### config.mk
export PLATFORM = sky130hd
export DESIGN_NAME = cvma_front
export DESIGN_NICKNAME = d
export VERILOG_FILES = /design/src/sv/checked_vm_memory_access_top_assert.svh /design/src/sv/cvma_pkg.sv /design/src/sv/cvma_front.sv
export SDC_FILE = /design/constraint.sdc
export NUM_CORES = 1
export LEC_CHECK = 0
export ABC_CLOCK_PERIOD_IN_PS = 9430
export BUFFER_PORTS_ARGS = -buffer_cell sky130_fd_sc_hd__buf_2
export CELL_PAD_IN_SITES_DETAIL_PLACEMENT = 0
export CELL_PAD_IN_SITES_GLOBAL_PLACEMENT = 1
export CORE_MARGIN = 2
export CORE_UTILIZATION = 40
export CTS_CLUSTER_DIAMETER = 30
export DETAILED_ROUTE_END_ITERATION = 8
export GPL_TIMING_DRIVEN = 1
export PLACE_DENSITY = 0.93
export SYNTH_ARGS = -nofsm -noshare
export SYNTH_HDL_FRONTEND = slang
export SYNTH_SLANG_ARGS = --single-unit
### constraint.sdc
create_clock -name clk -period 9.43 [get_ports clk]
set_input_delay 1.886 -clock clk [delete_from_list [all_inputs] [get_ports clk]]
set_output_delay 1.886 -clock clk [all_outputs]
set_load 0.02 [all_outputs]
### src/sv/checked_vm_memory_access_top_assert.svh
// Assertion macros used by the back end of the checked memory unit.
`ifndef CHECKED_VM_MEMORY_ACCESS_TOP_ASSERT_SVH
`define CHECKED_VM_MEMORY_ACCESS_TOP_ASSERT_SVH

// The consequent must hold in the same cycle as the antecedent.
`define CVMA_ASSERT_NOW(name, clk_s, rst_s, ante, cons) \
  name: assert property (@(posedge clk_s) disable iff (rst_s) (ante) |-> (cons)) \
    else $error("checked memory unit: same-cycle check failed");

// The consequent must hold in the cycle after the antecedent.
`define CVMA_ASSERT_NEXT(name, clk_s, rst_s, ante, cons) \
  name: assert property (@(posedge clk_s) disable iff (rst_s) (ante) |=> (cons)) \
    else $error("checked memory unit: next-cycle check failed");

`endif

### src/sv/cvma_pkg.sv
`timescale 1ns / 1ps

package cvma_pkg;

  // Default storage depth in cells, and the widest cell index supported.
  localparam int MEM_CELLS_DEF = 4096;
  localparam int IDX_W = 20;

  // Configuration data width and register indexes.
  localparam int CFG_W = 15;
  localparam logic [1:0] CFG_MEMORY_BYTES    = 2'd0;
  localparam logic [1:0] CFG_FLIP_BYTE_LANES = 2'd1;
  localparam logic [1:0] CFG_SWAP_ON_DMA     = 2'd2;

  localparam logic [CFG_W-1:0] MEMORY_BYTES_RESET = 15'd16384;
  localparam logic [31:0] FAULT_RESET = 32'h7FFF_FFFF;

  // Input kinds.
  localparam logic [2:0] KIND_LOAD_CELL  = 3'd0;
  localparam logic [2:0] KIND_LOAD_BYTE  = 3'd1;
  localparam logic [2:0] KIND_STORE_CELL = 3'd2;
  localparam logic [2:0] KIND_STORE_BYTE = 3'd3;
  localparam logic [2:0] KIND_DMA        = 3'd4;

  // Status codes.
  localparam logic [1:0] ST_OK        = 2'd0;
  localparam logic [1:0] ST_UNALIGNED = 2'd1;
  localparam logic [1:0] ST_RANGE     = 2'd2;
  localparam logic [1:0] ST_DMA       = 2'd3;

  typedef struct packed {
    logic [2:0]  kind;
    logic [31:0] address;
    logic [31:0] store_value;
    logic [31:0] range_end;
  } mem_in_t;

  typedef struct packed {
    logic [31:0] read_value;
    logic [1:0]  status;
    logic [31:0] fault_address;
  } mem_out_t;

  // Memory operation that the back end carries out.
  typedef enum logic [2:0] {
    OP_NONE,
    OP_LOAD_CELL,
    OP_LOAD_BYTE,
    OP_STORE_CELL,
    OP_STORE_BYTE,
    OP_SWAP
  } op_t;

  // Classified work item passed from the front end to the back end.
  typedef struct packed {
    op_t              op;
    logic [1:0]       status;
    logic [31:0]      fault;
    logic [IDX_W-1:0] idx;
    logic [1:0]       lane;
    logic [31:0]      wdata;
    logic [IDX_W:0]   count;
  } work_t;

  typedef enum logic [1:0] {
    BK_CLEAR,
    BK_IDLE,
    BK_DATA
  } back_state_t;

  // Reverses the four bytes of a word.
  function automatic logic [31:0] swap_bytes(input logic [31:0] w);
    return {w[7:0], w[15:8], w[23:16], w[31:24]};
  endfunction

  // Extracts one byte lane of a word.
  function automatic logic [7:0] byte_get(input logic [31:0] w, input logic [1:0] lane);
    return w[{lane, 3'b000} +: 8];
  endfunction

  // Replaces one byte lane of a word.
  function automatic logic [31:0] byte_put(input logic [31:0] w, input logic [1:0] lane,
                                           input logic [7:0] b);
    logic [31:0] r;
    r = w;
    r[{lane, 3'b000} +: 8] = b;
    return r;
  endfunction

endpackage

### src/sv/cvma_front.sv
`timescale 1ns / 1ps

module cvma_front import cvma_pkg::*; #(
  parameter int MEM_CELLS = MEM_CELLS_DEF
) (
  input  logic             clk,
  input  logic             rst,
  input  logic             start,
  output logic             busy,
  input  mem_in_t          item,
  input  logic             cfg_write,
  input  logic [1:0]       cfg_index,
  input  logic [CFG_W-1:0] cfg_data,
  input  logic             clearing,
  input  logic             q_full,
  output logic             push,
  output work_t            push_entry
);

  localparam int CW = $clog2(MEM_CELLS);
  localparam logic [32:0] PHYS_BYTES = 33'(MEM_CELLS) << 2;

  logic [CFG_W-1:0] memory_bytes;
  logic             flip_byte_lanes;
  logic             swap_on_dma;
  logic [31:0]      last_bad_address;
  logic [31:0]      fault_next;

  logic [32:0] lim;
  logic [31:0] byte_addr;
  logic        cell_unaligned;
  logic        cell_outside;
  logic        byte_outside;
  logic [31:0] dma_from;
  logic [31:0] dma_end_up;
  logic [31:0] dma_to;
  logic [31:0] dma_span;
  logic        dma_bad;

  // Accept only after the clearing pass and while the queue has room.
  assign busy = clearing || q_full;
  assign push = start && !busy;

  // Range bound and address checks.
  always_comb begin
    if ({18'b0, memory_bytes} < PHYS_BYTES) begin
      lim = {18'b0, memory_bytes};
    end else begin
      lim = PHYS_BYTES;
    end
    byte_addr      = flip_byte_lanes ? (item.address ^ 32'd3) : item.address;
    cell_unaligned = (item.address[1:0] != 2'b00);
    cell_outside   = (({1'b0, item.address} + 33'd4) > lim);
    byte_outside   = ({1'b0, byte_addr} >= lim);
    dma_from       = {item.address[31:2], 2'b00};
    dma_end_up     = item.range_end + 32'd3;
    dma_to         = {dma_end_up[31:2], 2'b00};
    dma_span       = dma_to - dma_from;
    dma_bad        = (dma_to < dma_from) || ({1'b0, dma_to} > lim);
  end

  // Classify the item into a memory operation and its status.
  always_comb begin
    fault_next        = last_bad_address;
    push_entry.op     = OP_NONE;
    push_entry.status = ST_OK;
    push_entry.idx    = '0;
    push_entry.lane   = 2'b00;
    push_entry.wdata  = item.store_value;
    push_entry.count  = '0;
    unique case (item.kind)
      KIND_LOAD_CELL, KIND_STORE_CELL: begin
        if (cell_unaligned) begin
          push_entry.status = ST_UNALIGNED;
          fault_next        = item.address;
        end else if (cell_outside) begin
          push_entry.status = ST_RANGE;
          fault_next        = item.address;
        end else begin
          push_entry.op  = (item.kind == KIND_LOAD_CELL) ? OP_LOAD_CELL : OP_STORE_CELL;
          push_entry.idx = IDX_W'(item.address[CW+1:2]);
        end
      end
      KIND_LOAD_BYTE, KIND_STORE_BYTE: begin
        if (byte_outside) begin
          push_entry.status = ST_RANGE;
          fault_next        = item.address;
        end else begin
          push_entry.op   = (item.kind == KIND_LOAD_BYTE) ? OP_LOAD_BYTE : OP_STORE_BYTE;
          push_entry.idx  = IDX_W'(byte_addr[CW+1:2]);
          push_entry.lane = byte_addr[1:0];
        end
      end
      KIND_DMA: begin
        if (dma_bad) begin
          push_entry.status = ST_DMA;
        end else if (swap_on_dma && (dma_span != 32'd0)) begin
          push_entry.op    = OP_SWAP;
          push_entry.idx   = IDX_W'(dma_from[CW+1:2]);
          push_entry.count = (IDX_W+1)'(dma_span[CW+2:2]);
        end
      end
      default: begin
      end
    endcase
    push_entry.fault = fault_next;
  end

  // Configuration registers and the fault address register.
  always_ff @(posedge clk) begin
    if (rst) begin
      memory_bytes     <= MEMORY_BYTES_RESET;
      flip_byte_lanes  <= 1'b0;
      swap_on_dma      <= 1'b0;
      last_bad_address <= FAULT_RESET;
    end else begin
      if (cfg_write) begin
        unique case (cfg_index)
          CFG_MEMORY_BYTES:    memory_bytes    <= cfg_data;
          CFG_FLIP_BYTE_LANES: flip_byte_lanes <= cfg_data[0];
          CFG_SWAP_ON_DMA:     swap_on_dma     <= cfg_data[0];
          default: begin
          end
        endcase
      end
      if (push) begin
        last_bad_address <= fault_next;
      end
    end
  end

endmodule

Word-level counts from Yosys, hierarchy flattened

Cells that the tools add are included.
Widths: inputs -> output; s select.

Register bits after elaboration: 49
Bits of input ports: 122
Output and inout port bits: 114
Word-level logic and storage cells: 61

Add/sub/neg operators: 3
$lt $le $gt $ge: 5
Equal/unequal tests: 6
Multiplexer cells: 28
Bitwise operators: 1
Reduce and logical (&&, ||, !) cells: 14

Operators by type and width:

| cell                  | number |
|---|---|
| $mux 32               | 3 |
| $pmux 32 s2           | 1 |
| $pmux 20 s3           | 1 |
| $mux 12               | 4 |
| $mux 13               | 3 |
| $add 32x3->33 const B | 1 |
| $gt 32x33->1          | 1 |
| $gt 33x33->1          | 1 |
| $add 32x2->32 const B | 1 |
| $ge 32x15->1          | 1 |
| $lt 32x32->1          | 1 |
| $reduce_bool 32->1    | 1 |
| $sub 32x32->32        | 1 |
| $mux 2                | 9 |
| $lt 15x15->1 const B  | 1 |
| $mux 15               | 1 |
| $pmux 5 s3            | 1 |
| $mux 14               | 1 |
| $mux 3                | 4 |
| $eq 3x2->1 const B    | 2 |
| $reduce_and 2->1      | 3 |
| $reduce_or 2->1       | 2 |
| $eq 3x1->1 const B    | 1 |
| $eq 3x3->1 const B    | 1 |
| 9 further kinds       | 11 |

Longest topological paths before layout

Depth after elaboration: 7
Gate-level depth with buffers: 18

Worst setup path after synthesis

No wires, ideal clock.

Kind: input port to output port
From: in item[0] (netlist bit)
To: out push_entry[111] (netlist bit)
Arrival time: 5.548 ns
Required time: 7.544 ns
Setup slack: 1.996 ns
Cell stages on the path: 17
Buffers on the path: 2
Path through: o211a_1 -> nand4_1 -> nor3_1 -> nand2_1 -> xnor2_1 -> ha_1 -> clkbuf_1 -> a21oi_1 -> o21a_1 -> o211ai_1 -> a221o_1 -> nor4_1 -> and4_1 -> nand4_1 -> o31ai_4 -> buf_6 -> o21ai_1

RTL lines:

| what            | line             | text |
|---|---|---|
| start, declared | cvma_front.sv:10 | `input mem_in_t item,` |
| end, declared   | cvma_front.sv:17 | `output work_t push_entry` |

==> metrics.md <==
| Metric | Value |
|---|---|
| Die H | `137 um` |
| Drt via density | `5.91` |
| Hold Buf Count CTS | `0` |
| Unique cell type count in the Yosys netlist | `79` |
| Tightest Pin Transition | `1.11 ns` |
| Startpoint types | `primary input` |
| Clk_lat worst skew | `0.30 ns` |
| Reported max-cap violation count | `0` |
| Critical Path RT | `7.54 ns` |
| Clock skew | `0.00853 ns` |
| Worst vdd ir | `0.0718 mV` |
| CP Max Fanout | `25` |
| Vias in the first global route | `6,706` |
| Layout area overhead | `10.2%` |
| Mapped Avg Cell Area | `7.40 um2` |
| Fin. Hold Viols | `0` |
| Root Buffer | `clkbuf_16` |
| Arr. time, crit path | `7.02 ns` |
| Final WL | `23.5 mm` |
| Setup Buffers After CTS | `0` |
| Pwr dens | `98.1 nW/um2` |
| Tcrit/Tclk final | `0.945` |
| Final count of negative-setup-slack endpoints | `0` |
| Commonest non-fill, non-tap cells in the layout | `buf_2 (155), nand2_1 (117), a21oi_1 (76)` |
| Initial antenna violation count | `0` |
| Top-Level Pins | `236` |
| Worst setup EP type | `output pin` |
| Post-synth EDFFs | `0` |
| DRT Pass-1 Iters | `5` |
| #FFs+latches synth | `49` |
| Port Buf Inserts | `155` |
| Synth Warn # | `0` |
| Row cnt | `48` |
| CP max stage cell | `o31ai_4` |
| Vias after detailed routing | `7,535` |
| Worst Hold Class | `reg2reg` |
| DRC violations left | `0` |
| CP peak stage delay | `0.95 ns` |
| Proportion of layout cells with a drive suffix above 1 | `0.179` |
| Clock Path Buffers | `2` |
| Total track usage | `0.242` |
| Fin. max-slew vios | `0` |
| TritonCTS Sinks | `49` |
| CTS resizes | `0` |
| Worst-path clk slew | `0.07 ns` |
| Asr flop ratio synth | `0` |
| Die X | `137 um` |
| ANT cells | `0` |
| Status | `complete, no violations` |
| CTS tree | `done` |
| Starting Density | `0.410` |
| Post-synthesis sequential area ratio | `0.138` |
| Worst path bufs/invs | `2` |
| Slew margin rel. | `0.262` |
| First-pass GRT wire length | `35.9 mm` |
| Top FF cell, synth | `dfxtp_1` |
| Fmax | `0.112 GHz` |
| Cells after synthesis | `962` |
| Die ar. | `18,900 um2` |
| Placement Cell Area | `7680 um2` |
| 1st-iter DRT viols | `767` |
| Post-DP HPWL | `19.0 mm` |
| GP Congestion | `0.980` |
| TritonCTS Buffers | `5` |
| Post-route cell area | `7850 um2` |
| Most common cell after layout, fill and taps aside | `buf_2` |
| Routed WL per cell | `18.4 um` |
| Largest net degree at the start of global routing | `34` |
| CP top delay family | `compound AO/OA/AOI/OAI gates` |
| Final setup TNS | `0 ns` |
| Core Box Area | `17,400 um2` |
| Mapped cell area | `7120 um2` |
| Fillers | `1,791` |
| H-tree levels | `2` |
| Antenna viol nets, final | `0` |
| Final min period | `8.91 ns` |
| Leakage power | `0.00359 uW` |
| Grt ovf | `0` |
| RSZ-0062 raised after global routing | `false` |
| Nets@finish | `1,245` |
| CP Cell Sequence | `buf_2, o211a_1, nand4_1, nor3_1, xor2_1, ha_1, a21oi_1, a21boi_1, o211ai_1, a221o_1, nor4_1, and4_1, nand4_1, o31ai_4, a21oi_1, buf_2` |
| WS Path Type | `in2out` |
[synthesized netlist by cell type (5+ instances only)]
master,instances,share of area
nand2_1,117,0.062
a221o_1,18,0.025
inv_1,49,0.026
o211ai_1,26,0.027
a21oi_1,76,0.053
nor2b_1,5,0.0044
ha_1,74,0.13
clkbuf_1,29,0.015
buf_2,7,0.0049
a21o_1,21,0.022
or3_1,5,0.0044
mux2_1,13,0.021
xnor2_1,35,0.043
nor4_1,7,0.0061
nor3b_1,6,0.0063
dfxtp_1,49,0.14
mux2i_1,13,0.018
a211oi_1,9,0.0095
a22o_1,18,0.022
buf_4,52,0.055
nand2b_1,6,0.0053
nand3_1,32,0.022
nand4_1,21,0.018
o21a_1,5,0.0053
a31oi_1,9,0.0079
and3_1,14,0.012
a211o_1,6,0.0074
nor2_1,61,0.032
o21ai_0,35,0.025
xor2_1,24,0.030
and4_1,17,0.021
a22oi_1,6,0.0063
nor3_1,19,0.013
o2111ai_1,5,0.0061
[cell families after synthesis]
group,share of synthesized area
xor gates and xnor gates,0.0726
adders and majority gates,0.133
AOI/OAI and AO/OA,0.258
other,0.000527
and+or+nand+nor,0.249
muxes,0.0404
buffers and inverters,0.108
DFF,0.138
[state kept, by name, indices dropped and copies added (netlist names)]
register,count
memory_bytes,15
swap_on_dma,1
last_bad_address,32
flip_byte_lanes,1
[final timing paths]
| kind | from | end | slack (ns) | cells past startpoint |
|---|---|---|---|---|
| max | item[0] | push_entry[60] | 0.52 | 16 |
| min | memory_bytes[5] | memory_bytes[5] | 0.46 | 2 |
| max reg2reg | memory_bytes[14] | last_bad_address[12] | 5.04 | 13 |
| min reg2reg | memory_bytes[5] | memory_bytes[5] | 0.46 | 2 |
[power breakdown]
part	internal, uW	switching, uW
clock network	126	88.0
registers	214	4.25
logic	125	213
[worst min-delay path, cell delays in order (launching register included)]
cell,delay (ns)
dfxtp_1,0.31
nand2_1,0.05
a21oi_1,0.05
[per-layer routing]
| layer | vias to the layer above | global-route usage | routed length (um) |
|---|---|---|---|
| met5 | - | 0 | 0 |
| li1 | 3655 | - | - |
| met1 | 3504 | 0.351 | 10800 |
| met4 | 0 | 0.0481 | 407 |
| met3 | 29 | 0.0353 | 1980 |
| met2 | 347 | 0.381 | 10300 |
[through the flow]
| stage | setup slack (ns) | std cells | util | total power [uW] | hold slack (ns) |
|---|---|---|---|---|---|
| 6_report | 0.520 | 1274 | 0.452 | 770 | 0.460 |
| 2_1_floorplan | 2.00 | 977 | - | 473 | 0.437 |
| 5_1_grt | 0.112 | 1274 | 0.452 | 815 | 0.478 |
| 4_1_cts | 0.593 | 1274 | 0.452 | 764 | 0.459 |
| 3_5_place_dp | 0.626 | 1266 | 0.442 | 553 | 0.449 |
| 3_3_place_gp | 0.667 | 1266 | 0.442 | 552 | 0.444 |
[area by class of cell]
| type | count | area (um2) | share of cell area |
|---|---|---|---|
| Multi-Input combinational cell | 785 | 5440 | 0.693 |
| Sequential cell | 49 | 981 | 0.125 |
| Timing Repair Buffer | 157 | 791 | 0.101 |
| Tap cell | 225 | 282 | 0.0359 |
| Inverter | 50 | 188 | 0.0239 |
| Clock buffer | 5 | 125 | 0.0159 |
| Clock inverter | 3 | 43.8 | 0.00558 |
Power figures use the tool's default switching activity.
