===== src/sv/checked_vm_memory_access_top_assert.svh =====
// Assertion macros used by the back end of the checked memory unit.
`ifndef CHECKED_VM_MEMORY_ACCESS_TOP_ASSERT_SVH
`define CHECKED_VM_MEMORY_ACCESS_TOP_ASSERT_SVH

// The consequent must hold in the same cycle as the antecedent.
`define CVMA_ASSERT_NOW(name, clk_s, rst_s, ante, cons) \
  name: assert property (@(posedge clk_s) disable iff (rst_s) (ante) |-> (cons)) \
    else $error("checked memory unit: same-cycle check failed");

// The consequent must hold in the cycle after the antecedent.
`define CVMA_ASSERT_NEXT(name, clk_s, rst_s, ante, cons) \
  name: assert property (@(posedge clk_s) disable iff (rst_s) (ante) |=> (cons)) \
    else $error("checked memory unit: next-cycle check failed");

`endif


===== src/sv/cvma_pkg.sv =====
`timescale 1ns / 1ps

package cvma_pkg;

  // Default storage depth in cells, and the widest cell index supported.
  localparam int MEM_CELLS_DEF = 4096;
  localparam int IDX_W = 20;

  // Configuration data width and register indexes.
  localparam int CFG_W = 15;
  localparam logic [1:0] CFG_MEMORY_BYTES    = 2'd0;
  localparam logic [1:0] CFG_FLIP_BYTE_LANES = 2'd1;
  localparam logic [1:0] CFG_SWAP_ON_DMA     = 2'd2;

  localparam logic [CFG_W-1:0] MEMORY_BYTES_RESET = 15'd16384;
  localparam logic [31:0] FAULT_RESET = 32'h7FFF_FFFF;

  // Input kinds.
  localparam logic [2:0] KIND_LOAD_CELL  = 3'd0;
  localparam logic [2:0] KIND_LOAD_BYTE  = 3'd1;
  localparam logic [2:0] KIND_STORE_CELL = 3'd2;
  localparam logic [2:0] KIND_STORE_BYTE = 3'd3;
  localparam logic [2:0] KIND_DMA        = 3'd4;

  // Status codes.
  localparam logic [1:0] ST_OK        = 2'd0;
  localparam logic [1:0] ST_UNALIGNED = 2'd1;
  localparam logic [1:0] ST_RANGE     = 2'd2;
  localparam logic [1:0] ST_DMA       = 2'd3;

  typedef struct packed {
    logic [2:0]  kind;
    logic [31:0] address;
    logic [31:0] store_value;
    logic [31:0] range_end;
  } mem_in_t;

  typedef struct packed {
    logic [31:0] read_value;
    logic [1:0]  status;
    logic [31:0] fault_address;
  } mem_out_t;

  // Memory operation that the back end carries out.
  typedef enum logic [2:0] {
    OP_NONE,
    OP_LOAD_CELL,
    OP_LOAD_BYTE,
    OP_STORE_CELL,
    OP_STORE_BYTE,
    OP_SWAP
  } op_t;

  // Classified work item passed from the front end to the back end.
  typedef struct packed {
    op_t              op;
    logic [1:0]       status;
    logic [31:0]      fault;
    logic [IDX_W-1:0] idx;
    logic [1:0]       lane;
    logic [31:0]      wdata;
    logic [IDX_W:0]   count;
  } work_t;

  typedef enum logic [1:0] {
    BK_CLEAR,
    BK_IDLE,
    BK_DATA
  } back_state_t;

  // Reverses the four bytes of a word.
  function automatic logic [31:0] swap_bytes(input logic [31:0] w);
    return {w[7:0], w[15:8], w[23:16], w[31:24]};
  endfunction

  // Extracts one byte lane of a word.
  function automatic logic [7:0] byte_get(input logic [31:0] w, input logic [1:0] lane);
    return w[{lane, 3'b000} +: 8];
  endfunction

  // Replaces one byte lane of a word.
  function automatic logic [31:0] byte_put(input logic [31:0] w, input logic [1:0] lane,
                                           input logic [7:0] b);
    logic [31:0] r;
    r = w;
    r[{lane, 3'b000} +: 8] = b;
    return r;
  endfunction

endpackage


===== src/sv/cvma_queue.sv =====
`timescale 1ns / 1ps

module cvma_queue import cvma_pkg::*; (
  input  logic  clk,
  input  logic  rst,
  input  logic  push,
  input  work_t push_entry,
  output logic  full,
  input  logic  pop,
  output work_t pop_entry,
  output logic  empty
);

  logic [1:0] count;
  logic       head;
  logic       tail;
  work_t      ent [2];

  assign full      = (count == 2'd2);
  assign empty     = (count == 2'd0);
  assign pop_entry = ent[head];

  // Pointers and fill count.
  always_ff @(posedge clk) begin
    if (rst) begin
      count <= 2'd0;
      head  <= 1'b0;
      tail  <= 1'b0;
    end else begin
      if (push) begin
        tail <= ~tail;
      end
      if (pop) begin
        head <= ~head;
      end
      if (push && !pop) begin
        count <= count + 2'd1;
      end else if (pop && !push) begin
        count <= count - 2'd1;
      end
    end
  end

  // Entry storage needs no reset.
  always_ff @(posedge clk) begin
    if (push) begin
      ent[tail] <= push_entry;
    end
  end

endmodule


===== config.mk =====
export PLATFORM = sky130hd
export DESIGN_NAME = cvma_queue
export DESIGN_NICKNAME = d
export VERILOG_FILES = /design/src/sv/checked_vm_memory_access_top_assert.svh /design/src/sv/cvma_pkg.sv /design/src/sv/cvma_queue.sv
export SDC_FILE = /design/constraint.sdc
export NUM_CORES = 1
export LEC_CHECK = 0
export BUFFER_PORTS_ARGS = -buffer_cell sky130_fd_sc_hd__buf_2
export CAP_MARGIN = 20
export CORE_MARGIN = 2
export CORE_UTILIZATION = 52
export CTS_CLUSTER_DIAMETER = 30
export DETAILED_ROUTE_END_ITERATION = 10
export PLACE_DENSITY = 0.82
export SYNTH_ARGS = -nofsm -noshare
export SYNTH_HDL_FRONTEND = slang
export SYNTH_SLANG_ARGS = --single-unit

===== constraint.sdc =====
create_clock -name clk -period 7.1 [get_ports clk]
set_input_delay 1.065 -clock clk [delete_from_list [all_inputs] [get_ports clk]]
set_output_delay 1.065 -clock clk [all_outputs]
set_load 0.005 [all_outputs]

Word-level counts from Yosys, hierarchy flattened
Memory sizes are Yosys's and may differ from the RTL's. A register that Yosys moved wholly into a read port is not among the register bits.
Index checks and enable logic that the tools add are counted.
{"block": "op_classes", "reduce_logical": 6, "div": 0, "n_eq_ne": 1, "order_cmp": 0, "muxes": 6, "n_mul": 0, "bitwise": 2, "addsub": 2, "shifts": 0}
{"operator": "$mux W1", "count": 4}
{"operator": "$mux W2", "count": 2}
{"operator": "$add A2 B1 Y2 const B", "count": 1}
{"operator": "$eq A2 B2 Y1 const B", "count": 1}
{"operator": "$logic_and A1 B1 Y1", "count": 2}
{"operator": "$logic_not A1 Y1", "count": 2}
{"operator": "$logic_not A2 Y1", "count": 1}
{"operator": "$not A1 Y1", "count": 2}
{"operator": "$reduce_bool A2 Y1", "count": 1}
{"operator": "$sub A2 B1 Y2 const B", "count": 1}
{"block": "word_totals", "rom_bits": 0, "memories": 1, "latchBits": 0, "regBits": 4, "ram_bits": 224, "wordCells": 21, "out_inout_bits": 114, "input_bits": 116}
{"name": "ent", "depth": 2, "width": 112, "read_ports": 1, "rd_ports_with_merged_regs": 1, "wr": 1, "line_no": "cvma_queue.sv:17", "text": "work_t ent [2];"}

Longest topological paths before layout
Gate-level depths: netlist (run 1).
{"block": "depth", "ltp_word": 4, "mapped_depth": 5, "ltp_nobuf": 5}

Least setup slack after synthesis (run 1)
OpenSTA, ideal clock, no wires.
{"block": "synth_timing", "path_kind": "input -> register", "startpoint": "input port push", "endpoint": "memory ent[0][0] (netlist bit), enable pin", "path_buffers": 0, "setup_time_ns": 0.598, "required_ns": 6.502, "cell_stages": 1, "slack_ns": 0.573, "arrival_time_ns": 5.930, "path_cell_list": "nor2b_1"}
{"block": "synth_via", "elab_chain_cells": 2}
{"element": "from (decl)", "line_no": "cvma_queue.sv:6", "text": "input logic push,"}
{"element": "$mux W1", "line_no": "cvma_queue.sv:46", "text": "if (push) begin"}
{"element": "$mux W1 (not written as such)", "line_no": "cvma_queue.sv:47", "text": "ent[tail] <= push_entry;"}
{"element": "to (decl)", "line_no": "cvma_queue.sv:17"}
Every way passes these cells.

==> metrics.md, run 1 <==
| Metric | Value |
|---|---|
| Largest net degree at the start of global routing | 64 |
| Die H | 130.4 um |
| Pwr dens | between 300 and 400 mW/mm2 |
| Synth Cell Area | ~0.0083 mm2 |
| Minimum clock period | between 3 and 4 ns |
| Critical path peak fanout | 63 |
| Worst slew pin tran | between 0.8 and 0.9 ns |
| Largest family of logic cells by synthesized area | multiplexers |
| IO Port Bufs | about 230 |
| Unique masters post-synth | 16 |
| LEAKAGE | around 4.2 nW |
| Synth Area in Adders | less than 1% |
| Rel. slew slack | between 40 and 50% |
| Maximum vdd drop | between 0.2 and 0.3 mV |
| H-tree levels | 2 |
| Maxcap violations | 0 |
| Clock tree from TritonCTS | done |
| First-pass DRT Iterations | 4 |
| Starting Density | 52.67% |
| Dpl cells | 807 |
| Final Slew Violations | 0 |
| Initial antenna violation count | 0 |
| Core Box Area | around 0.016 mm2 |
| Layout Skew | around 0.015 ns |
| Share of cells above drive strength 1 | ~62% |
| Most frequent cells in the layout | 229 x buf_2, 224 x edfxtp_1, 112 x mux2_2, 39 x clkbuf_16 |
| PostCTS Resize Cnt | 0 |
| Top Ports | 230 |
| Iter 0 DRT Violations | approximately 270 |
| Required @ worst endpoint | about 6.0 ns |
| Fin crit share | between 50 and 60% |
| RSZ-0062 raised after global routing | false |
| RePlAce Congestion | around 0.74 |
| Worst Hold Class | reg2reg |
| YS warnings | 0 |
| Clk slew on worst S/H paths | ~0.050 ns |
| Full die area | between 0.015 and 0.02 mm2 |
| Total CTS buffers | 39 |
| Maximum clock frequency | 0.2709 GHz |
| Vias per cell | 4.991 |
| First-pass GRT wire length | around 24000 um |
| GRT Total Usage | 18.37% |
| Root Buffer | clkbuf_16 |
| Crit Path Category | reg2out |
| Clk buf depth | 3 |
| CP Capture Type | primary output |
| Synth Instances | 370 |
| Antenna cells | 0 |
| Seq cells post-synth | about 230 |
| Post-Syn Area per Cell | between 20 and 25 um2 |
| Register area share after synthesis | between 80% and 90% |
| Post-synthesis mux area share | 15.19% |
| Post-route DRC | 0 |
| Antenna viol nets, final | 0 |
| Grt ovf | 0 |
| DRT Wirelength | roughly 16000 um |
| Total vias in the final route | ~4400 |
| Setup violators final | 0 |
| Number of post-CTS setup repair buffers | 0 |
| Die span in x | about 130 um |
| Most common cell after layout, fill and taps aside | buf_2 |
| XOR/XNOR Fraction of Synth Area | 0.4218% |
| CTS sink count | ~230 |
| Layout Nets | between 700 and 800 |
| Worst path arrival time | 2.63 ns |
| Mapped Nets | 487 |
| Clock Latency Late Sink | around 0.49 ns |
| Fin. Hold Viols | 0 |
| Synth Area in Compound Gates | less than 1% |
| Layout area overhead | 31.89% |
| Finished Layout Cells | between 800 and 900 |
| Worst Setup Start Kind | register |
| CTS Hold Bufs | 0 |
| Avg WL per Cell | ~19 um |
| Synth Area in Simple Gates | less than 1% |
| Status | completed |
| Cell Rows | 46 |
| DP HPWL | between 10000 and 15000 um |
| Fin Setup TNS | 0 ns |
| Number of global-route vias before repair | between 4000 and 5000 |
## per-stage QoR
step	total power [W]	utilization [%]	instance area, um2	setup slack, ns	hold WS, ns
floorplan	0.001789	-	8305	0.5727	0.4608
global placement	0.001902	61.21	9653	3.883	0.4785
detailed placement	0.001919	61.21	9653	3.846	0.5276
CTS	0.003767	69.46	10950	3.315	0.5542
global route	0.003853	69.46	10950	3.243	0.6014
finish	0.003728	69.46	10950	3.409	0.5547
## synthesized netlist by cell type
cell type	count	share of area (%)
ha_1	1	0.15
or3_1	1	0.075
nor2b_1	2	0.15
buf_6	8	1.1
mux2_2	112	15
a21oi_1	1	0.060
nor2_1	5	0.23
dfxtp_1	5	1.2
xor2_1	2	0.21
and2_1	1	0.075
buf_2	3	0.18
edfxtp_1	224	81
inv_1	1	0.045
xnor2_1	2	0.21
o21ai_0	1	0.060
buf_4	1	0.090
## state kept, by name, indices dropped and copies added, names as in the netlist, named ones only
register	cells
ent	224
count	2
head	1
tail	1
## cell families (layout without fill, tap and decap cells)
family / after synthesis / after routing
AOI/OAI and AO/OA: 2 / 2
xor gates and xnor gates: 4 / 4
adders and majority gates: 1 / 1
buffers and inverters: 13 / 303
DFF: 229 / 229
muxes: 112 / 112
and+or+nand+nor: 9 / 9
## worst max-delay path, cell delays in order (launching register included)
cell	delay (ns)
dfxtp_4	0.77
buf_4	0.76
mux2_2	0.42
buf_2	0.13
## routing by layer
layer	track usage [%]	wire length (um)	vias up	share of wire, %
li1	-	-	2016	-
met1	21.18	6180	2140	38
met2	32.37	8505	191	52
met3	5.782	1451	25	8.9
met4	7.009	242	0	1.5
met5	0	0	-	0
## final timing paths
check,start,endpoint,slack [ns],cells after the start
worst max-delay path,register,pop_entry[36],3.41,3
worst min-delay path,count[1]$_SDFFE_PP0P_,count[1]$_SDFFE_PP0P_,0.55,2
worst max register to register,tail$_SDFFE_PP0P_,ent[1][45]$_DFFE_PP_,4.85,2
worst min register to register,count[1]$_SDFFE_PP0P_,count[1]$_SDFFE_PP0P_,0.55,2
## report_power, final
group          switching, W  internal [W]  total (W)
Sequential        0.0000319       0.00158    0.00161
Combinational      0.000136      0.000144   0.000281
Clock              0.000606       0.00123    0.00183
Total              0.000774       0.00295    0.00373
## area by class of cell
type | count | area [um2]
repair buffers | 233 | 1176
clock inverters | 26 | 310.3
flip-flops and latches | 229 | 6830
well taps | 216 | 270.3
inverters | 1 | 3.754
clock buffers | 43 | 991.0
fillers | 1041 | 4816
multi-input cells | 128 | 1373
No activity file was read; power rests on OpenSTA's default activity.
==> run 2, diff against run 1 <==
==> constraint.sdc (replaced) <==
create_clock -name clk -period 3.8 [get_ports clk]
set_input_delay 0.57 -clock clk [delete_from_list [all_inputs] [get_ports clk]]
set_output_delay 0.57 -clock clk [all_outputs]
set_load 0.005 [all_outputs]
==> run 2 against run 1 <==
  * Register-to-register slack got worse by 3.0 ns
  * Sequential share of layout area decreased by 0.49 points
  * Count of clock-buffer cells in the layout rose by 5
  * Total power up 88%
  * Largest cell class unchanged
==> metrics.md, run 2 (synthesis gave the netlist of run 1 again) <==
| Metric | Value |
|---|---|
| Status | completed |
| Critical path peak fanout | 49 (-22%) |
| Avg WL per Cell | 18.35 um (-1.8%) |
| H-tree levels | 2 (unchanged) |
| Number of post-CTS setup repair buffers | 0 (unchanged) |
| Core Util, Final | 70.01% (+0.55 points) |
| Total vias in the final route | 4447 (+1.7%) |
| Rel. slew slack | 46.24% (+1.7 points) |
| Clock Latency Late Sink | 0.50 ns (about the same) |
| Grt ovf | 0 (unchanged) |
| DRT Wirelength | 16130 um (-1.5%) |
| Sw Share | 20.69% (-0.083 points) |
| Most frequent cells in the layout | 229 x buf_2, 224 x edfxtp_1, 112 x mux2_2, 42 x clkbuf_16 |
| PostCTS Resize Cnt | 0 (unchanged) |
| RePlAce Congestion | 0.7738 (+5.0%) |
| IO Port Bufs | 229 (unchanged) |
| CTS sink count | 229 (unchanged) |
| Starting Density | 52.67% (unchanged) |
| Largest net degree at the start of global routing | 62 (-3.1%) |
| Fin. Hold Viols | 0 (unchanged) |
| Full die area | 0.01700 mm2 (unchanged) |
| LEAKAGE | 4.211 nW (+0.92%) |
| Total CTS buffers | 40 (+2.6%) |
| Fin crit share | between 70% and 80% |
| Maximum vdd drop | 0.4197 mV (+41%) |
| Clk network pwr share | 49.6% (+0.4 points) |
| Iter 0 DRT Violations | 236 (-13%) |
| Worst slew pin tran | 0.8063 ns (-0.02514 ns) |
| First-pass GRT wire length | 23720 um (+0.47%) |
| CP Capture Type | primary output |
| Vias per cell | 5.059 (+1.4%) |
| Core Box Area | 0.01577 mm2 (unchanged) |
| CTS Hold Bufs | 0 (unchanged) |
| Pwr dens | 636.2 mW/mm2 (+87%) |
| Cell Rows | 46 (unchanged) |
| Required @ worst endpoint | 3.23 ns (-2.80 ns) |
| Die H | 130.4 um (unchanged) |
| Antenna cells | 0 (unchanged) |
| Share of cells above drive strength 1 | 62.29% (+0.63 points) |
| Initial antenna violation count | 0 (unchanged) |
| Seq pwr share | 42.9% (-0.4 points) |
| Crit Path Category | reg2out |
| Clk slew on worst S/H paths | 0.05 ns (about the same) |
| Layout Nets | 751 (+0.27%) |
| First-pass DRT Iterations | 4 (unchanged) |
| Setup violators final | 0 (unchanged) |
| Final Slew Violations | 0 (unchanged) |
| Top Ports | 230 (unchanged) |
| Clock tree from TritonCTS | done |
| Power Total | 0.007024 W (+88%) |
| Worst Hold Class | in2reg |
| Maxcap violations | 0 (unchanged) |
| DP HPWL | 9981 um (-1.3%) |
| GRT Total Usage | 18.39% (about the same) |
| Sw Pwr | 0.001453 W (+88%) |
| Setup WS pre-CTS | 1.517 ns (-2.329 ns) |
| RSZ-0062 raised after global routing | false |
| Combinational share of power | 7.5% (about the same) |
| Fin Setup TNS | 0 ns (unchanged) |
| Number of global-route vias before repair | 4793 (+2.9%) |
| Cell-internal power | 0.005571 W (+89%) |
| Worst Setup Start Kind | register |
| Root Buffer | clkbuf_16 |
| Fill count | 1033 (-0.77%) |
| Antenna viol nets, final | 0 (unchanged) |
| Most common cell after layout, fill and taps aside | buf_2 |
| Clk buf depth | 3 (unchanged) |
| Maximum clock frequency | between 0.3 and 0.4 GHz |
| Final WS setup | 0.9959 ns (-2.413 ns) |
| Biggest register | ent |
| Largest registers | ent x224, count x2 |
| Die span in x | 130.4 um (unchanged) |
| Reg area | 0.006830 mm2 (unchanged) |
| Multi-input logic area | 0.001373 mm2 (unchanged) |
| Worst path arrival time | 2.23 ns (-0.40 ns) |
| Minimum clock period | approximately 2.8 ns |
| Layout area overhead | 32.93% |
| Layout Skew | 0.02483 ns (+0.01006 ns) |
| Max FFs per register | 224 (unchanged) |
| Post-route DRC | 0 (unchanged) |
## run 2: layer usage
layer | share of wire (%) | vias up | global-route usage, %
met1 | 36 | 2182 | 19.72
met2 | 51 | 200 | 31.75
met4 | 3.2 | 0 | 8.010
met5 | 0 | - | 0
met3 | 10 | 47 | 8.103
li1 | - | 2018 | -
## run 2: metrics by stage
step / hold slack (ns) / std cells / instance area (um2)
after floorplan: 0.4608 / 370 / 8313
after global placement: 0.4779 / 808 / 9686
after detailed placement: 0.5004 / 808 / 9686
after CTS: 0.2371 / 879 / 11040
after global routing: 0.2351 / 879 / 11040
final: 0.2575 / 879 / 11040
## run 2: worst max-delay path: stages (launching register included)
cell	delay (ns)
dfxtp_4	0.78
buf_4	0.42
mux2_2	0.38
buf_2	0.13
## run 2: cell type report
class / count / share of cell area [%]
clock buffers: 48 / 9.995
clock inverters: 23 / 2.278
inverters: 1 / 0.03400
multi-input cells: 128 / 12.43
flip-flops and latches: 229 / 61.87
well taps: 216 / 2.448
repair buffers: 234 / 10.95
## run 2: final timing paths
path                            slack, ns               from                     to  cells past startpoint
worst max register to register       1.88  tail$_SDFFE_PP0P_   ent[1][56]$_DFFE_PP_                      2
worst min-delay path                 0.26    push_entry[108]  ent[0][108]$_DFFE_PP_                      1
worst max-delay path                  1.0           register          pop_entry[89]                      3
worst min register to register       0.51  head$_SDFFE_PP0P_               register                      2
## run 2: power by group through the flow
stage / registers [W] / logic, W / clock network [W]
after floorplan: 0.00303 / 0.000297 / 0
after global placement: 0.00305 / 0.000507 / 0
after detailed placement: 0.00306 / 0.000526 / 0
after CTS: 0.00302 / 0.000535 / 0.00354
after global routing: 0.00303 / 0.000576 / 0.00366
final: 0.00302 / 0.000527 / 0.00348
==> run 3, diff against run 2 <==
==> constraint.sdc (replaced) <==
create_clock -name clk -period 2.8 [get_ports clk]
set_input_delay 0.42 -clock clk [delete_from_list [all_inputs] [get_ports clk]]
set_output_delay 0.42 -clock clk [all_outputs]
set_load 0.005 [all_outputs]
==> run 3 against run 2 <==
  * Critical endpoint is now pop_entry[104]
  * Global-route usage grew 0.098 points
  * Final cell count up 0.34%
  * Clock skew shrank 0.017 ns
  * Sequential share of layout area decreased by 0.47 points
  * Final area increased by 0.76%
  * First-iteration DRC count up 11%
  * Critical path depth is the same
  * Non-clock buffer count stayed put
  * Clock power grew 43%
  * Setup slack got worse by 0.53 ns
==> metrics.md, run 3 (synthesis gave the netlist of run 1 again) <==
| Metric | Value |
|---|---|
| PostCTS Resize Cnt | 0 (unchanged) |
| Seq pwr share | 41.5% (-1.4 points) |
| GRT Total Usage | 18.49% (+0.098 points) |
| Worst slew pin tran | 0.6108 ns (-0.1956 ns) |
| Clk network pwr share | 50.8% (+1.2 points) |
| Pwr dens | 879.4 mW/mm2 (+38%) |
| Die span in x | 130.4 um (unchanged) |
| Total CTS buffers | 41 (+2.5%) |
| Antenna viol nets, final | 0 (unchanged) |
| Status | completed |
| Max FFs per register | 224 (unchanged) |
| Total vias in the final route | 4375 (-1.6%) |
| Crit Path Category | reg2out |
| Layout Nets | 752 (+0.13%) |
| Initial antenna violation count | 1 (+1) |
| Avg WL per Cell | 18.09 um (-1.4%) |
| Combinational share of power | 7.7% (+0.2 points) |
| Worst Setup Start Kind | register |
| Vias per cell | 4.960 (-2.0%) |
| Maximum vdd drop | 0.9051 mV (+120%) |
| DRT Wirelength | 15960 um (-1.1%) |
| Share of cells above drive strength 1 | 62.11% (-0.19 points) |
| Rel. slew slack | 59.28% (+13 points) |
| CTS sink count | 229 (unchanged) |
| Placed inst area | 0.009711 mm2 (+0.26%) |
| H-tree levels | 2 (unchanged) |
| Hold path depth | 1 (unchanged) |
| Full die area | 0.01700 mm2 (unchanged) |
| Fin Setup TNS | 0 ns (unchanged) |
| Fin area | 0.01112 mm2 (+0.76%) |
| First-pass GRT wire length | 23890 um (+0.70%) |
| Top Ports | 230 (unchanged) |
| Cell-internal power | 0.007819 W (+40%) |
| DP HPWL | 10060 um (+0.80%) |
| Core Box Area | 0.01577 mm2 (unchanged) |
| Number of global-route vias before repair | 4773 (-0.42%) |
| Finished Layout Cells | 882 (+0.34%) |
| Iter 0 DRT Violations | 261 (+11%) |
| Die H | 130.4 um (unchanged) |
| Required @ worst endpoint | 2.38 ns (-0.85 ns) |
| Post-route DRC | 0 (unchanged) |
| Starting Density | 52.67% (unchanged) |
| Most common cell after layout, fill and taps aside | buf_2 |
| LEAKAGE | 4.243 nW (+0.77%) |
| Largest net degree at the start of global routing | 113 (+82%) |
| Minimum clock period | 2.338 ns |
| Maximum clock frequency | 0.4277 GHz |
| RSZ-0062 raised after global routing | false |
| Clk buf depth | 3 (unchanged) |
| Clock tree from TritonCTS | done |
| CP Capture Type | primary output |
| Most frequent cells in the layout | 229 x buf_2, 224 x edfxtp_1, 112 x mux2_2, 43 x clkbuf_16 |
| Sw Share | 20.08% (-0.61 points) |
| RePlAce Congestion | 0.7110 (-8.1%) |
| Worst R2R Path Depth | 2 (unchanged) |
| Setup violators final | 0 (unchanged) |
| Dpl cells | 808 (unchanged) |
| CTS Hold Bufs | 0 (unchanged) |
| Clk slew on worst S/H paths | 0.05 ns (about the same) |
| Fin crit share | 83.51% |
| Critical path peak fanout | 112 (+130%) |
| Clock Latency Late Sink | 0.50 ns (about the same) |
| IO Port Bufs | 229 (unchanged) |
| Biggest register | ent |
| Cell Rows | 46 (unchanged) |
| First-pass DRT Iterations | 4 (unchanged) |
| Layout area overhead | 33.94% |
| Power Total | 0.009783 W (+39%) |
| Root Buffer | clkbuf_16 |
| Fill count | 1037 (+0.39%) |
| Maxcap violations | 0 (unchanged) |
| Setup WS pre-CTS | 0.9736 ns (-0.5434 ns) |
| Number of post-CTS setup repair buffers | 0 (unchanged) |
| Final Slew Violations | 0 (unchanged) |
| Final WS setup | 0.4618 ns (-0.5342 ns) |
| Worst path arrival time | 1.92 ns (-0.31 ns) |
| Largest registers | ent x224, count x2 |
| Worst Hold Class | in2reg |
| Grt ovf | 0 (unchanged) |
| Layout Skew | 0.008056 ns (-0.01678 ns) |
| Fin. Hold Viols | 0 (unchanged) |
| Sw Pwr | 0.001965 W (+35%) |
[run 3: layout make-up]
cell class              instances  area, um2  share of cell area [%]
flip-flops and latches        229       6830                   61.40
inverters                       1      3.754                 0.03374
repair buffers                234       1234                   11.09
diodes                          1      2.502                 0.02249
well taps                     216      270.3                   2.429
clock buffers                  49       1099                   9.875
clock inverters                24      312.8                   2.812
multi-input cells             128       1373                   12.34
[run 3: critical path, cell delays in order (launching register included)]
cell and delay [ns]:
dfxtp_4 0.34, buf_12 0.44, mux2_2 0.43, buf_2 0.13
[run 3: per-stage QoR]
step	utilization [%]	hold slack (ns)
floorplan	-	0.4608
global placement	61.58	0.4782
detailed placement	61.58	0.5088
CTS	70.53	0.08721
global route	70.53	0.08793
finish	70.54	0.1074
[run 3: routing by layer]
metal | routed length (um) | global-route usage (%) | up-vias | part of all wire, %
met1 | 5898 | 20.12 | 2143 | 37
li1 | - | - | 2024 | -
met2 | 8242 | 33.11 | 177 | 52
met5 | 0 | 0 | - | 0
met4 | 340 | 7.071 | 0 | 2.1
met3 | 1473 | 6.800 | 31 | 9.2
[run 3: final timing paths]
check / start / to / slack, ns
worst max-delay path: register / pop_entry[104] / 0.46
worst min-delay path: push_entry[10] / ent[1][10]$_DFFE_PP_ / 0.11
worst max register to register: tail$_SDFFE_PP0P_ / ent[1][49]$_DFFE_PP_ / 1.15
worst min register to register: count[1]$_SDFFE_PP0P_ / count[1]$_SDFFE_PP0P_ / 0.53
[run 3: power groups by stage]
| stage | Sequential [W] | Combinational [W] | Clock [W] |
|---|---|---|---|
| after CTS | 0.00406 | 0.000764 | 0.00505 |
| after detailed placement | 0.00412 | 0.000756 | 0 |
| after global routing | 0.00408 | 0.000820 | 0.00521 |
| after global placement | 0.00411 | 0.000734 | 0 |
| final | 0.00406 | 0.000749 | 0.00497 |
| after floorplan | 0.00411 | 0.000403 | 0 |
